--- config.mk ---
export PLATFORM = sky130hd
export DESIGN_NAME = red_pixel_mask_centroid
export DESIGN_NICKNAME = d
export VERILOG_FILES = /design/src/hw/rtl/rpmc_pkg.sv /design/src/hw/rtl/rpmc_ctrl.sv /design/src/hw/rtl/rpmc_dp.sv /design/src/hw/rtl/red_pixel_mask_centroid.sv
export SDC_FILE = /design/constraint.sdc
export NUM_CORES = 1
export LEC_CHECK = 0
export BUFFER_PORTS_ARGS = -buffer_cell sky130_fd_sc_hd__buf_4
export CAP_MARGIN = 5
export CELL_PAD_IN_SITES_DETAIL_PLACEMENT = 0
export CELL_PAD_IN_SITES_GLOBAL_PLACEMENT = 1
export CORE_MARGIN = 8
export CORE_UTILIZATION = 50
export DETAILED_ROUTE_END_ITERATION = 7
export GPL_TIMING_DRIVEN = 0
export HOLD_SLACK_MARGIN = 0.15
export PLACE_DENSITY = 0.84
export RECOVER_POWER = 50
export SLEW_MARGIN = 20
export SYNTH_ARGS = -nofsm -noshare
export SYNTH_HDL_FRONTEND = slang
export SYNTH_SLANG_ARGS = --single-unit
export TNS_END_PERCENT = 1
--- constraint.sdc ---
create_clock -name aclk -period 18.9 [get_ports aclk]
set_input_delay 2.835 -clock aclk [delete_from_list [all_inputs] [get_ports aclk]]
set_output_delay 2.835 -clock aclk [all_outputs]
set_load 0.005 [all_outputs]
--- src/hw/rtl/rpmc_pkg.sv ---
`default_nettype none
// ----------------------------------------------------------------------------
// rpmc_pkg
// Shared widths, limits, state encoding and controller/datapath interface
// types for the red pixel mask and centroid block.
// ----------------------------------------------------------------------------
package rpmc_pkg;

    // frame geometry limits
    localparam int MAX_WIDTH  = 1024;
    localparam int MAX_HEIGHT = 1024;

    // field widths
    localparam int COLOR_W = 8;
    localparam int COORD_W = 10;
    localparam int TALLY_W = 21;
    localparam int TOTAL_W = 30;
    localparam int CENT_W  = 10;
    localparam int THR_W   = 8;

    // derived widths
    localparam int DIV_W   = TALLY_W + CENT_W - 1;
    localparam int STEP_W  = $clog2(CENT_W);
    localparam int IN_DATA_W  = 48;
    localparam int OUT_DATA_W = 48;

    // saturation limits
    localparam logic [TALLY_W-1:0] TALLY_MAX = {TALLY_W{1'b1}};
    localparam logic [TOTAL_W-1:0] TOTAL_MAX = {TOTAL_W{1'b1}};
    localparam logic [CENT_W-1:0]  CENT_MAX  = {CENT_W{1'b1}};

    // register map
    localparam int          APB_ADDR_W   = 2;
    localparam int          APB_DATA_W   = 32;
    localparam logic [APB_ADDR_W-1:0] ADDR_THRESHOLD = 2'd0;
    localparam logic [THR_W-1:0]      THRESHOLD_RESET = 8'd10;

    // controller states
    typedef enum logic [1:0] {
        ST_PIXEL,
        ST_DIVIDE,
        ST_SUMMARY
    } ctrl_state_t;

    // controller to datapath commands
    typedef struct packed {
        logic pixel_take;     // fold accepted pixel into accumulators
        logic frame_close;    // load divider from totals, clear accumulators
        logic div_step;       // one quotient bit for both centroids
        logic load_pixel_out; // output register takes mask-only result
        logic load_summary;   // output register takes frame summary
    } ctrl_cmd_t;

    // datapath to controller status
    typedef struct packed {
        logic div_last;       // current step is the final quotient bit
    } dp_status_t;

endpackage
`default_nettype wire

--- src/hw/rtl/rpmc_ctrl.sv ---
`default_nettype none
// ----------------------------------------------------------------------------
// rpmc_ctrl
// Controller: pixel acceptance, frame-end division sequencing and the
// output valid flag.
// ----------------------------------------------------------------------------
module rpmc_ctrl (
    input  wire logic                aclk,
    input  wire logic                aresetn,
    input  wire logic                s_tvalid,
    input  wire logic                s_tlast,
    output logic                     s_tready,
    output logic                     m_tvalid,
    input  wire logic                m_tready,
    input  wire rpmc_pkg::dp_status_t status,
    output rpmc_pkg::ctrl_cmd_t      cmd
);

    rpmc_pkg::ctrl_state_t state_reg, state_next;
    logic out_valid_reg, out_valid_next;
    logic out_free;
    logic accept;

    // output register can take a new result this cycle
    assign out_free = !out_valid_reg || m_tready;
    assign accept   = s_tvalid && s_tready;
    assign m_tvalid = out_valid_reg;

    // state and valid registers
    always_ff @(posedge aclk) begin
        if (!aresetn) begin
            state_reg     <= rpmc_pkg::ST_PIXEL;
            out_valid_reg <= 1'b0;
        end else begin
            state_reg     <= state_next;
            out_valid_reg <= out_valid_next;
        end
    end

    // next state and commands
    always_comb begin
        state_next = state_reg;
        cmd        = '0;
        s_tready   = 1'b0;
        unique case (state_reg)
            rpmc_pkg::ST_PIXEL: begin
                s_tready = out_free;
                if (accept) begin
                    cmd.pixel_take = 1'b1;
                    if (s_tlast) begin
                        cmd.frame_close = 1'b1;
                        state_next      = rpmc_pkg::ST_DIVIDE;
                    end else begin
                        cmd.load_pixel_out = 1'b1;
                    end
                end
            end
            rpmc_pkg::ST_DIVIDE: begin
                cmd.div_step = 1'b1;
                if (status.div_last) begin
                    state_next = rpmc_pkg::ST_SUMMARY;
                end
            end
            rpmc_pkg::ST_SUMMARY: begin
                if (out_free) begin
                    cmd.load_summary = 1'b1;
                    state_next       = rpmc_pkg::ST_PIXEL;
                end
            end
            default: begin
                state_next = rpmc_pkg::ST_PIXEL;
            end
        endcase
    end

    // valid follows loads and downstream takes
    always_comb begin
        if (cmd.load_pixel_out || cmd.load_summary) begin
            out_valid_next = 1'b1;
        end else if (m_tready) begin
            out_valid_next = 1'b0;
        end else begin
            out_valid_next = out_valid_reg;
        end
    end

    // a frame end always starts the division
    a_close_divides: assert property (@(posedge aclk) disable iff (!aresetn)
        (accept && s_tlast) |=> (state_reg == rpmc_pkg::ST_DIVIDE))
        else $error("frame end did not start division");

    // no pixel taken while the summary is being formed
    a_no_take_busy: assert property (@(posedge aclk) disable iff (!aresetn)
        (state_reg == rpmc_pkg::ST_DIVIDE || state_reg == rpmc_pkg::ST_SUMMARY)
        |-> !s_tready)
        else $error("input ready during division");

    // summary load always presents a result next cycle
    a_summary_shown: assert property (@(posedge aclk) disable iff (!aresetn)
        cmd.load_summary |=> out_valid_reg)
        else $error("summary lost");

    // output register never overwritten while a result waits
    a_no_overwrite: assert property (@(posedge aclk) disable iff (!aresetn)
        (out_valid_reg && !m_tready) |-> !(cmd.load_pixel_out || cmd.load_summary))
        else $error("pending result overwritten");

endmodule
`default_nettype wire

--- src/hw/rtl/rpmc_dp.sv ---
`default_nettype none
// ----------------------------------------------------------------------------
// rpmc_dp
// Datapath: ratio test, saturating accumulators, bit-serial centroid
// divider and the output payload register.
// ----------------------------------------------------------------------------
module rpmc_dp (
    input  wire logic                                 aclk,
    input  wire logic                                 aresetn,
    input  wire logic [rpmc_pkg::THR_W-1:0]           threshold,
    input  wire logic [rpmc_pkg::COLOR_W-1:0]         blue,
    input  wire logic [rpmc_pkg::COLOR_W-1:0]         green,
    input  wire logic [rpmc_pkg::COLOR_W-1:0]         red,
    input  wire logic [rpmc_pkg::COORD_W-1:0]         column,
    input  wire logic [rpmc_pkg::COORD_W-1:0]         row,
    input  wire rpmc_pkg::ctrl_cmd_t                  cmd,
    output rpmc_pkg::dp_status_t                      status,
    output logic [rpmc_pkg::OUT_DATA_W-1:0]           out_data,
    output logic                                      out_user
);

    localparam int TW = rpmc_pkg::TALLY_W;
    localparam int SW = rpmc_pkg::TOTAL_W;
    localparam int CW = rpmc_pkg::CENT_W;
    localparam int DW = rpmc_pkg::DIV_W;
    localparam int KW = rpmc_pkg::STEP_W;
    localparam int PROD_W = rpmc_pkg::THR_W + rpmc_pkg::COLOR_W + 3;

    // ratio test: floor((r+1)/(b+g+2)) > t  <=>  r+1 >= (t+1)*(b+g+2)
    logic [rpmc_pkg::THR_W:0]     thr_inc;
    logic [rpmc_pkg::COLOR_W+1:0] den;
    logic [rpmc_pkg::COLOR_W:0]   num;
    logic [PROD_W-1:0]            prod;
    logic                         is_red;

    assign thr_inc = {1'b0, threshold} + 1'b1;
    assign den     = {2'b00, blue} + {2'b00, green} + 2'd2;
    assign num     = {1'b0, red} + 1'b1;
    assign prod    = PROD_W'(thr_inc) * PROD_W'(den);
    assign is_red  = PROD_W'(num) >= prod;

    // coordinate clamp to frame limits
    logic [rpmc_pkg::COORD_W-1:0] col_c, row_c;
    assign col_c = (32'(column) >= 32'(rpmc_pkg::MAX_WIDTH))
                 ? rpmc_pkg::COORD_W'(rpmc_pkg::MAX_WIDTH - 1) : column;
    assign row_c = (32'(row) >= 32'(rpmc_pkg::MAX_HEIGHT))
                 ? rpmc_pkg::COORD_W'(rpmc_pkg::MAX_HEIGHT - 1) : row;

    // saturating accumulator updates
    logic [TW-1:0] tally_reg, tally_next;
    logic [SW-1:0] col_tot_reg, col_tot_next;
    logic [SW-1:0] row_tot_reg, row_tot_next;
    logic [SW:0]   col_sum, row_sum;

    assign col_sum = {1'b0, col_tot_reg} + (SW+1)'(col_c);
    assign row_sum = {1'b0, row_tot_reg} + (SW+1)'(row_c);

    always_comb begin
        tally_next   = tally_reg;
        col_tot_next = col_tot_reg;
        row_tot_next = row_tot_reg;
        if (is_red) begin
            tally_next   = (tally_reg == rpmc_pkg::TALLY_MAX)
                         ? tally_reg : tally_reg + 1'b1;
            col_tot_next = (col_sum > (SW+1)'(rpmc_pkg::TOTAL_MAX))
                         ? rpmc_pkg::TOTAL_MAX : col_sum[SW-1:0];
            row_tot_next = (row_sum > (SW+1)'(rpmc_pkg::TOTAL_MAX))
                         ? rpmc_pkg::TOTAL_MAX : row_sum[SW-1:0];
        end
    end

    always_ff @(posedge aclk) begin
        if (!aresetn) begin
            tally_reg   <= '0;
            col_tot_reg <= '0;
            row_tot_reg <= '0;
        end else if (cmd.frame_close) begin
            tally_reg   <= '0;
            col_tot_reg <= '0;
            row_tot_reg <= '0;
        end else if (cmd.pixel_take) begin
            tally_reg   <= tally_next;
            col_tot_reg <= col_tot_next;
            row_tot_reg <= row_tot_next;
        end
    end

    // restoring divider, one quotient bit per cycle for both centroids
    logic [TW-1:0] cnt_reg;
    logic [DW-1:0] dvs_reg;
    logic [SW-1:0] col_rem_reg, row_rem_reg;
    logic [CW-1:0] col_q_reg, row_q_reg;
    logic          col_ovf_reg, row_ovf_reg;
    logic          last_red_reg;
    logic [KW-1:0] step_reg;
    logic          col_ge, row_ge;
    logic [SW:0]   dvs_ext;
    logic [SW:0]   lim_ext;

    assign dvs_ext = (SW+1)'(dvs_reg);
    assign col_ge  = {1'b0, col_rem_reg} >= dvs_ext;
    assign row_ge  = {1'b0, row_rem_reg} >= dvs_ext;
    // quotient reaches 2**CENT_W when total >= count << CENT_W
    assign lim_ext = (SW+1)'({tally_next, {CW{1'b0}}});

    always_ff @(posedge aclk) begin
        if (!aresetn) begin
            step_reg <= '0;
        end else if (cmd.frame_close) begin
            step_reg <= '0;
        end else if (cmd.div_step) begin
            step_reg <= step_reg + 1'b1;
        end
    end

    assign status.div_last = (step_reg == KW'(CW - 1));

    always_ff @(posedge aclk) begin
        if (cmd.frame_close) begin
            cnt_reg      <= tally_next;
            dvs_reg      <= {tally_next, {(CW-1){1'b0}}};
            col_rem_reg  <= col_tot_next;
            row_rem_reg  <= row_tot_next;
            col_ovf_reg  <= {1'b0, col_tot_next} >= lim_ext;
            row_ovf_reg  <= {1'b0, row_tot_next} >= lim_ext;
            col_q_reg    <= '0;
            row_q_reg    <= '0;
            last_red_reg <= is_red;
        end else if (cmd.div_step) begin
            if (col_ge) begin
                col_rem_reg <= col_rem_reg - dvs_ext[SW-1:0];
            end
            if (row_ge) begin
                row_rem_reg <= row_rem_reg - dvs_ext[SW-1:0];
            end
            col_q_reg <= {col_q_reg[CW-2:0], col_ge};
            row_q_reg <= {row_q_reg[CW-2:0], row_ge};
            dvs_reg   <= dvs_reg >> 1;
        end
    end

    // summary fields
    logic          blob;
    logic [CW-1:0] cent_col, cent_row;
    assign blob     = (cnt_reg != '0);
    assign cent_col = !blob ? '0 : (col_ovf_reg ? rpmc_pkg::CENT_MAX : col_q_reg);
    assign cent_row = !blob ? '0 : (row_ovf_reg ? rpmc_pkg::CENT_MAX : row_q_reg);

    // output payload register
    logic [rpmc_pkg::OUT_DATA_W-1:0] out_data_reg;
    logic                            out_user_reg;
    localparam int PAD_W = rpmc_pkg::OUT_DATA_W - (2 + TW + 2 * CW);

    always_ff @(posedge aclk) begin
        if (cmd.load_pixel_out) begin
            out_data_reg <= {{(rpmc_pkg::OUT_DATA_W-1){1'b0}}, is_red};
            out_user_reg <= 1'b0;
        end else if (cmd.load_summary) begin
            out_data_reg <= {{PAD_W{1'b0}}, cent_row, cent_col, cnt_reg, blob,
                             last_red_reg};
            out_user_reg <= 1'b1;
        end
    end

    assign out_data = out_data_reg;
    assign out_user = out_user_reg;

endmodule
`default_nettype wire

--- src/hw/rtl/red_pixel_mask_centroid.sv ---
`default_nettype none
// ----------------------------------------------------------------------------
// red_pixel_mask_centroid
// Red pixel mask with per-frame red blob count and centroid.
// ----------------------------------------------------------------------------
// Each pixel gives one result with its red mask bit. Pixels inside a frame
// are taken one per clock cycle while the output side keeps up; the result
// sits in an output register, and a new pixel can enter in the same cycle
// that the previous result is taken, but not while that result is stalled.
// The last pixel of a frame (s_tlast) starts a bit-serial divider that forms
// both centroids, one quotient bit per cycle; no pixel is taken from
// acceptance of that last pixel until the summary is loaded, which also
// waits while the result side stalls; that summary carries the last pixel's
// mask bit, the blob flag, the count and centroids with m_tuser set.
// The ratio threshold sits at byte address 0 of the configuration port and
// should only be written while no pixel is in flight.
// ----------------------------------------------------------------------------
module red_pixel_mask_centroid (
    input  wire logic                                 aclk,
    input  wire logic                                 aresetn,
    // input stream
    input  wire logic                                 s_tvalid,
    output logic                                      s_tready,
    // blue[7:0], green[15:8], red[23:16], column[33:24], row[43:34], zero pad
    input  wire logic [rpmc_pkg::IN_DATA_W-1:0]       s_tdata,
    input  wire logic                                 s_tlast,
    // result stream
    output logic                                      m_tvalid,
    input  wire logic                                 m_tready,
    // is_red[0], blob_found[1], red_count[22:2], centroid_column[32:23],
    // centroid_row[42:33], zero pad
    output logic [rpmc_pkg::OUT_DATA_W-1:0]           m_tdata,
    // summary_valid[0]
    output logic                                      m_tuser,
    // configuration port
    input  wire logic                                 psel,
    input  wire logic                                 penable,
    input  wire logic                                 pwrite,
    input  wire logic [rpmc_pkg::APB_ADDR_W-1:0]      paddr,
    input  wire logic [rpmc_pkg::APB_DATA_W-1:0]      pwdata,
    output logic [rpmc_pkg::APB_DATA_W-1:0]           prdata,
    output logic                                      pready
);

    // threshold register with apb write
    logic [rpmc_pkg::THR_W-1:0] thr_reg;
    logic                       cfg_wr;

    assign pready = 1'b1;
    assign cfg_wr = psel && penable && pwrite && pready;

    always_ff @(posedge aclk) begin
        if (!aresetn) begin
            thr_reg <= rpmc_pkg::THRESHOLD_RESET;
        end else if (cfg_wr && (paddr == rpmc_pkg::ADDR_THRESHOLD)) begin
            thr_reg <= pwdata[rpmc_pkg::THR_W-1:0];
        end
    end

    assign prdata = (paddr == rpmc_pkg::ADDR_THRESHOLD)
                  ? rpmc_pkg::APB_DATA_W'(thr_reg) : '0;

    // input field unpacking
    logic [rpmc_pkg::COLOR_W-1:0] in_blue, in_green, in_red;
    logic [rpmc_pkg::COORD_W-1:0] in_col, in_row;
    assign in_blue  = s_tdata[7:0];
    assign in_green = s_tdata[15:8];
    assign in_red   = s_tdata[23:16];
    assign in_col   = s_tdata[33:24];
    assign in_row   = s_tdata[43:34];

    rpmc_pkg::ctrl_cmd_t  cmd;
    rpmc_pkg::dp_status_t status;

    rpmc_ctrl u_ctrl (
        .aclk     (aclk),
        .aresetn  (aresetn),
        .s_tvalid (s_tvalid),
        .s_tlast  (s_tlast),
        .s_tready (s_tready),
        .m_tvalid (m_tvalid),
        .m_tready (m_tready),
        .status   (status),
        .cmd      (cmd)
    );

    rpmc_dp u_dp (
        .aclk      (aclk),
        .aresetn   (aresetn),
        .threshold (thr_reg),
        .blue      (in_blue),
        .green     (in_green),
        .red       (in_red),
        .column    (in_col),
        .row       (in_row),
        .cmd       (cmd),
        .status    (status),
        .out_data  (m_tdata),
        .out_user  (m_tuser)
    );

endmodule
`default_nettype wire
# == Word-level counts from Yosys, hierarchy flattened ==
# Index checks and enable logic that the tools add are counted.
# W data, S select, Z words.
# word_totals
in_bits,90
regBits,274
wordCells,104
out_inout_bits,84
# op_classes
multipliers,1
magnitude_cmp,7
n_eq_ne,8
addsub,10
n_mux,38
reduce_logical,19
bitwise_logic,1
# ops
operator,count
$mux W30,12
$add A30 B10 Y31,2
$ge A30 B31 Y1,2
$gt A31 B30 Y1 const B,2
$ge A30 B30 Y1,2
$sub A30 B30 Y30,2
$mux W21,2
$mux W10,4
$add A21 B1 Y21 const B,1
$eq A21 B21 Y1 const B,1
$reduce_bool A21 Y1,1
$ge A9 B19 Y1,1
$mul A9 B10 Y19,1
$add A8 B1 Y9 const B,2
$mux W1,12
$mux W2,6
$add A10 B2 Y10 const B,1
$reduce_bool A2 Y1,5
$add A8 B8 Y9,1
$mux W8,1
$pmux W2 S3,1
$add A4 B1 Y4 const B,1
$eq A4 B4 Y1 const B,1
$logic_and A1 B1 Y1,4
11 further kinds,16

# == Longest topological paths before layout ==
# depth
ltp_word,8
depth_mapped,45
ltp_nobuf,44

# == Cells and area by module ==
# A second synthesis with hierarchy kept.
# unflattened
cells_unflattened,2442
hier_area_um2,20896.3
# modules_own_cells
mod,seq_area_each_um2,area_per_inst_um2,instances,cells_per_inst
rpmc_dp,6326.1,20131.8,1,2352
red_pixel_mask_centroid,160.2,586.8,1,72
rpmc_ctrl,60.1,177.7,1,18

# == Least setup slack after synthesis ==
# No wires, ideal clock.
# synth_timing
path_type,input -> register
from,in s_tdata[0] (netlist name)
to,"reg u_dp.col_ovf_reg, data pin"
slack_ns,6.256
setup_time_ns,0.169
path_buffers,1
arrival_ns,12.475
t_required_ns,18.731
cell_stages,44
cell_sequence,ha_1 fa_1 a21oi_1 nor2_1 nor2_1 o21bai_1 a21oi_1 xnor2_1 nand2_1 nor2_1 xnor2_1 nor2_1 fa_1 inv_1 fa_1 fa_1 inv_1 fa_1 (+8 left out) o2111ai_1 or4_1 a2111oi_4 buf_2 nand4_1 nor3_2 a2bb2oi_1 ha_1 and4_1 nand2_1 nor3_1 or4b_2 nor3_1 and4_1 nand4_1 a211o_1 o32a_1 o31ai_1
# synth_between
elab_chain_cells,6
elab_cells_between_ends,7
cone_classes,add/sub (2); mul (1); order compare (2); mux (2)
# synth_lines
element,line,rtl
start: declaration,red_pixel_mask_centroid.sv:25,"input wire logic [rpmc_pkg::IN_DATA_W-1:0] s_tdata,"
$add A8 B8 Y9,rpmc_dp.sv:37,"assign den = {2'b00, blue} + {2'b00, green} + 2'd2;"
$add A10 B2 Y10,rpmc_dp.sv:37,
$mul A9 B10 Y19,rpmc_dp.sv:39,assign prod = PROD_W'(thr_inc) * PROD_W'(den);
$ge A9 B19 Y1,rpmc_dp.sv:40,assign is_red = PROD_W'(num) >= prod;
$mux W30,rpmc_dp.sv:62,if (is_red) begin
named net u_dp.col_tot_next[21],rpmc_dp.sv:51,"logic [SW-1:0] col_tot_reg, col_tot_next;"
$ge A30 B31 Y1,rpmc_dp.sv:124,"col_ovf_reg <= {1'b0, col_tot_next} >= lim_ext;"
end signal: assignment,rpmc_dp.sv:124,
end: declaration,rpmc_dp.sv:93,"logic col_ovf_reg, row_ovf_reg;"
# The timed path passes the listed nets, and every way through them passes these cells.
# A chain may end at the register's enable or synchronous reset.

# == Worst setup path after layout ==
# layout_timing
from,in s_tdata[0] (netlist name)
to,"reg u_dp.col_ovf_reg, data pin"
# layout_between
elab_chain_cells,6
elab_cells_between_ends,7
cone_classes,add/sub (2); mul (1); order compare (2); mux (2)
# layout_lines
element,line
$add A8 B8 Y9 *,rpmc_dp.sv:37
$add A10 B2 Y10 *,rpmc_dp.sv:37
$mul A9 B10 Y19 *,rpmc_dp.sv:39
$ge A9 B19 Y1 *,rpmc_dp.sv:40
$mux W30 or $mux W21 (tied branches),rpmc_dp.sv:62
$ge A30 B31 Y1 *,rpmc_dp.sv:124
# Every way passes the cells marked *; elsewhere a longest branch is shown, timed or not.

==> metrics <==
Starting Density=50.4%; reg2reg path depth=36; Critical R2R Capture=u_dp.col_ovf_reg; Hold Vio Cnt, Final=0; Primary FF master, synth=dfxtp_1; Synth Cell Area=20400 µm²; #FFs+latches synth=274; post-route DRC violation count=0; most common cell after layout, fill and taps aside=nand2_1; commonest non-fill, non-tap cells in the layout=302 x nand2_1, 258 x nor2_1, 214 x a21oi_1; type of origin of the critical path=input port; unrepaired setup endpoints after global routing=false; post-synthesis sequential area ratio=32.1%; top sig layer=met4; Hold EP=u_dp.out_data[1]; initial antenna violation count=0; Post-synth EDFFs=106; Clock Tree Root=clkbuf_16; nets=2929; total CTS buffers=31; status=finished with violations; Worst VDD drop=89.3 µV; Resize count post-CTS=0; critical path peak fanout=10; DIE WIDTH=218 µm; Max Cap Violations=1; first-pass GRT wire length=97400 µm; hold path start=u_dp.out_data[1]; Crit path required time=19.18 ns; Final HPWL DP=49200 µm; total track usage=25.6%; WP buf/inv=4; Clock Skews=0.0126 ns; Area Overhead vs Synth=13.1%; Clock transition at path regs=0.06 ns; Hold WS=0.441 ns; WL met2=29000 µm; reg-to-reg slack, setup=6.86 ns; die span in y=218 µm; clk_lat worst skew=0.59 ns; clk buf depth=3; met3 routed WL=4700 µm; most used cell, CP=nor2_1; max frequency=66.4 MHz; I/O pin cnt=174; GPL Wtd Cong=0.959; Crit Path Category=in -> reg; antenna diode count=0; Post-Route WL=62400 µm; vias per cell=5.77; worst slew pin tran=1.74 ns; Synth cell types=79; leakage power=9.89 nW; TritonCTS clock tree=yes; final cycle utilization of the critical path=79.7%; vias in the first global route=17.7k; row count=74; Critical Path AT=15.35 ns; syn avg cell area=8.43 µm²; setup repair bufs after CTS=0; WL met1=26200 µm; Detail Route Antenna Nets=0; count of final setup violators=0; DR iter-0 viols=1426; Worst slew margin=-16.1%; via count=18.2k; global route overflow=0; delay-heaviest family, CP=simple AND/OR/NAND/NOR gates; setup_tns=0 ns; Max Slew Vio Count=34; ratio of cells with drive above 1 in the final layout=9.07%; slowest cell delay on critical path=0.82 ns; cell count after synthesis=2422; pin count of the biggest net entering global routing=34; Core ar.=40600 µm²; Tmin final=15.06 ns; Power per Cell Area=113 nW/µm²; drt first pass iters=5; failing checks=max-capacitance violations, max-slew violations; CTS Hold Bufs=0; critical path's slowest cell=a2111oi_4; PortBufs=115; H-tree levels=1; Hold Crit Depth=2; DIE AREA=47600 µm²; max FFs per register=43; CP Capture Type=flip-flop; Syn. warnings=0; DR WL/cell=19.8 µm; CTS Sinks=274; ys async rst share=0%; Hold Crit Class=reg -> reg; reg-to-reg startpoint=thr_reg[0]
## where the power goes
| group | switching, W | internal (W) | leakage [nW] |
|---|---|---|---|
| Sequential | 0.0000271 | 0.000684 | 2.38 |
| Clock | 0.000257 | 0.000367 | 0.503 |
| Combinational | 0.000784 | 0.000486 | 7.01 |
## through the flow
step | setup slack (ns) | cells | power (W) | util (%) | instance area (µm²)
2_1_floorplan | 6.26 | 2450 | 0.00164 | - | 20500
3_3_place_gp | 3.51 | 3097 | 0.00196 | 54.4 | 22100
3_5_place_dp | 3.45 | 3098 | 0.00198 | 54.4 | 22100
4_1_cts | 4.01 | 3156 | 0.00261 | 57.0 | 23100
5_1_grt | 3.15 | 3156 | 0.00279 | 56.9 | 23100
6_report | 3.84 | 3156 | 0.00260 | 56.9 | 23100
## metal layers
metal  GRT usage (%)  up-vias
met3            4.19      130
li1                -     8793
met2            42.9      674
met5               0        -
met1            32.6     8617
met4            9.94        0
## kinds of logic after synthesis
group	synth area share, %
AOI/OAI and AO/OA	17.7
xor gates and xnor gates	5.73
adders and majority gates	17.1
buffers and inverters	5.78
DFF	32.1
muxes	1.70
other	0.0368
and+or+nand+nor	19.9
## cell type report
| type | count | area [µm²] |
|---|---|---|
| fillers | 3762 | 17500 |
| multi-input cells | 1893 | 12800 |
| inverters | 170 | 638 |
| repair buffers | 116 | 827 |
| clock buffers | 44 | 885 |
| well taps | 532 | 666 |
| flip-flops and latches | 274 | 6550 |
| clock inverters | 14 | 166 |
| plain buffers | 113 | 542 |
## worst min-delay path: stages (launching register included)
cell	delay, ns
dfxtp_1	0.31
nand2_1	0.05
nand2_1	0.04
## cell usage after synthesis (39+ instances only)
| cell | number | area (µm²) |
|---|---|---|
| nand2_1 | 303 | 1140 |
| nor2_1 | 258 | 968 |
| a21oi_1 | 214 | 1070 |
| ha_1 | 178 | 2230 |
| inv_1 | 170 | 638 |
| dfxtp_1 | 168 | 3360 |
| o21ai_0 | 114 | 571 |
| edfxtp_1 | 106 | 3180 |
| xor2_1 | 70 | 613 |
| clkbuf_1 | 68 | 255 |
| fa_1 | 62 | 1240 |
| xnor2_1 | 61 | 534 |
| nand3_1 | 48 | 240 |
| nor3_1 | 48 | 240 |
| a21o_1 | 44 | 330 |
| nor2b_1 | 39 | 244 |
## how the worst max path moves through the flow
| stage | startpoint | endpoint | slack (ns) | depth (start not counted) |
|---|---|---|---|---|
| 3_3_place_gp | s_tdata[0] | u_dp.col_ovf_reg | 3.51 | 45 |
| 2_1_floorplan | s_tdata[0] | u_dp.col_ovf_reg | 6.26 | 44 |
| 6_report | s_tdata[0] | u_dp.col_ovf_reg | 3.84 | 45 |
| 5_1_grt | s_tdata[0] | u_dp.col_ovf_reg | 3.15 | 45 |
| 3_5_place_dp | s_tdata[0] | u_dp.col_ovf_reg | 3.45 | 45 |
| 4_1_cts | s_tdata[0] | u_dp.col_ovf_reg | 4.01 | 45 |
Note: power is estimated with default switching activity, not from simulation.
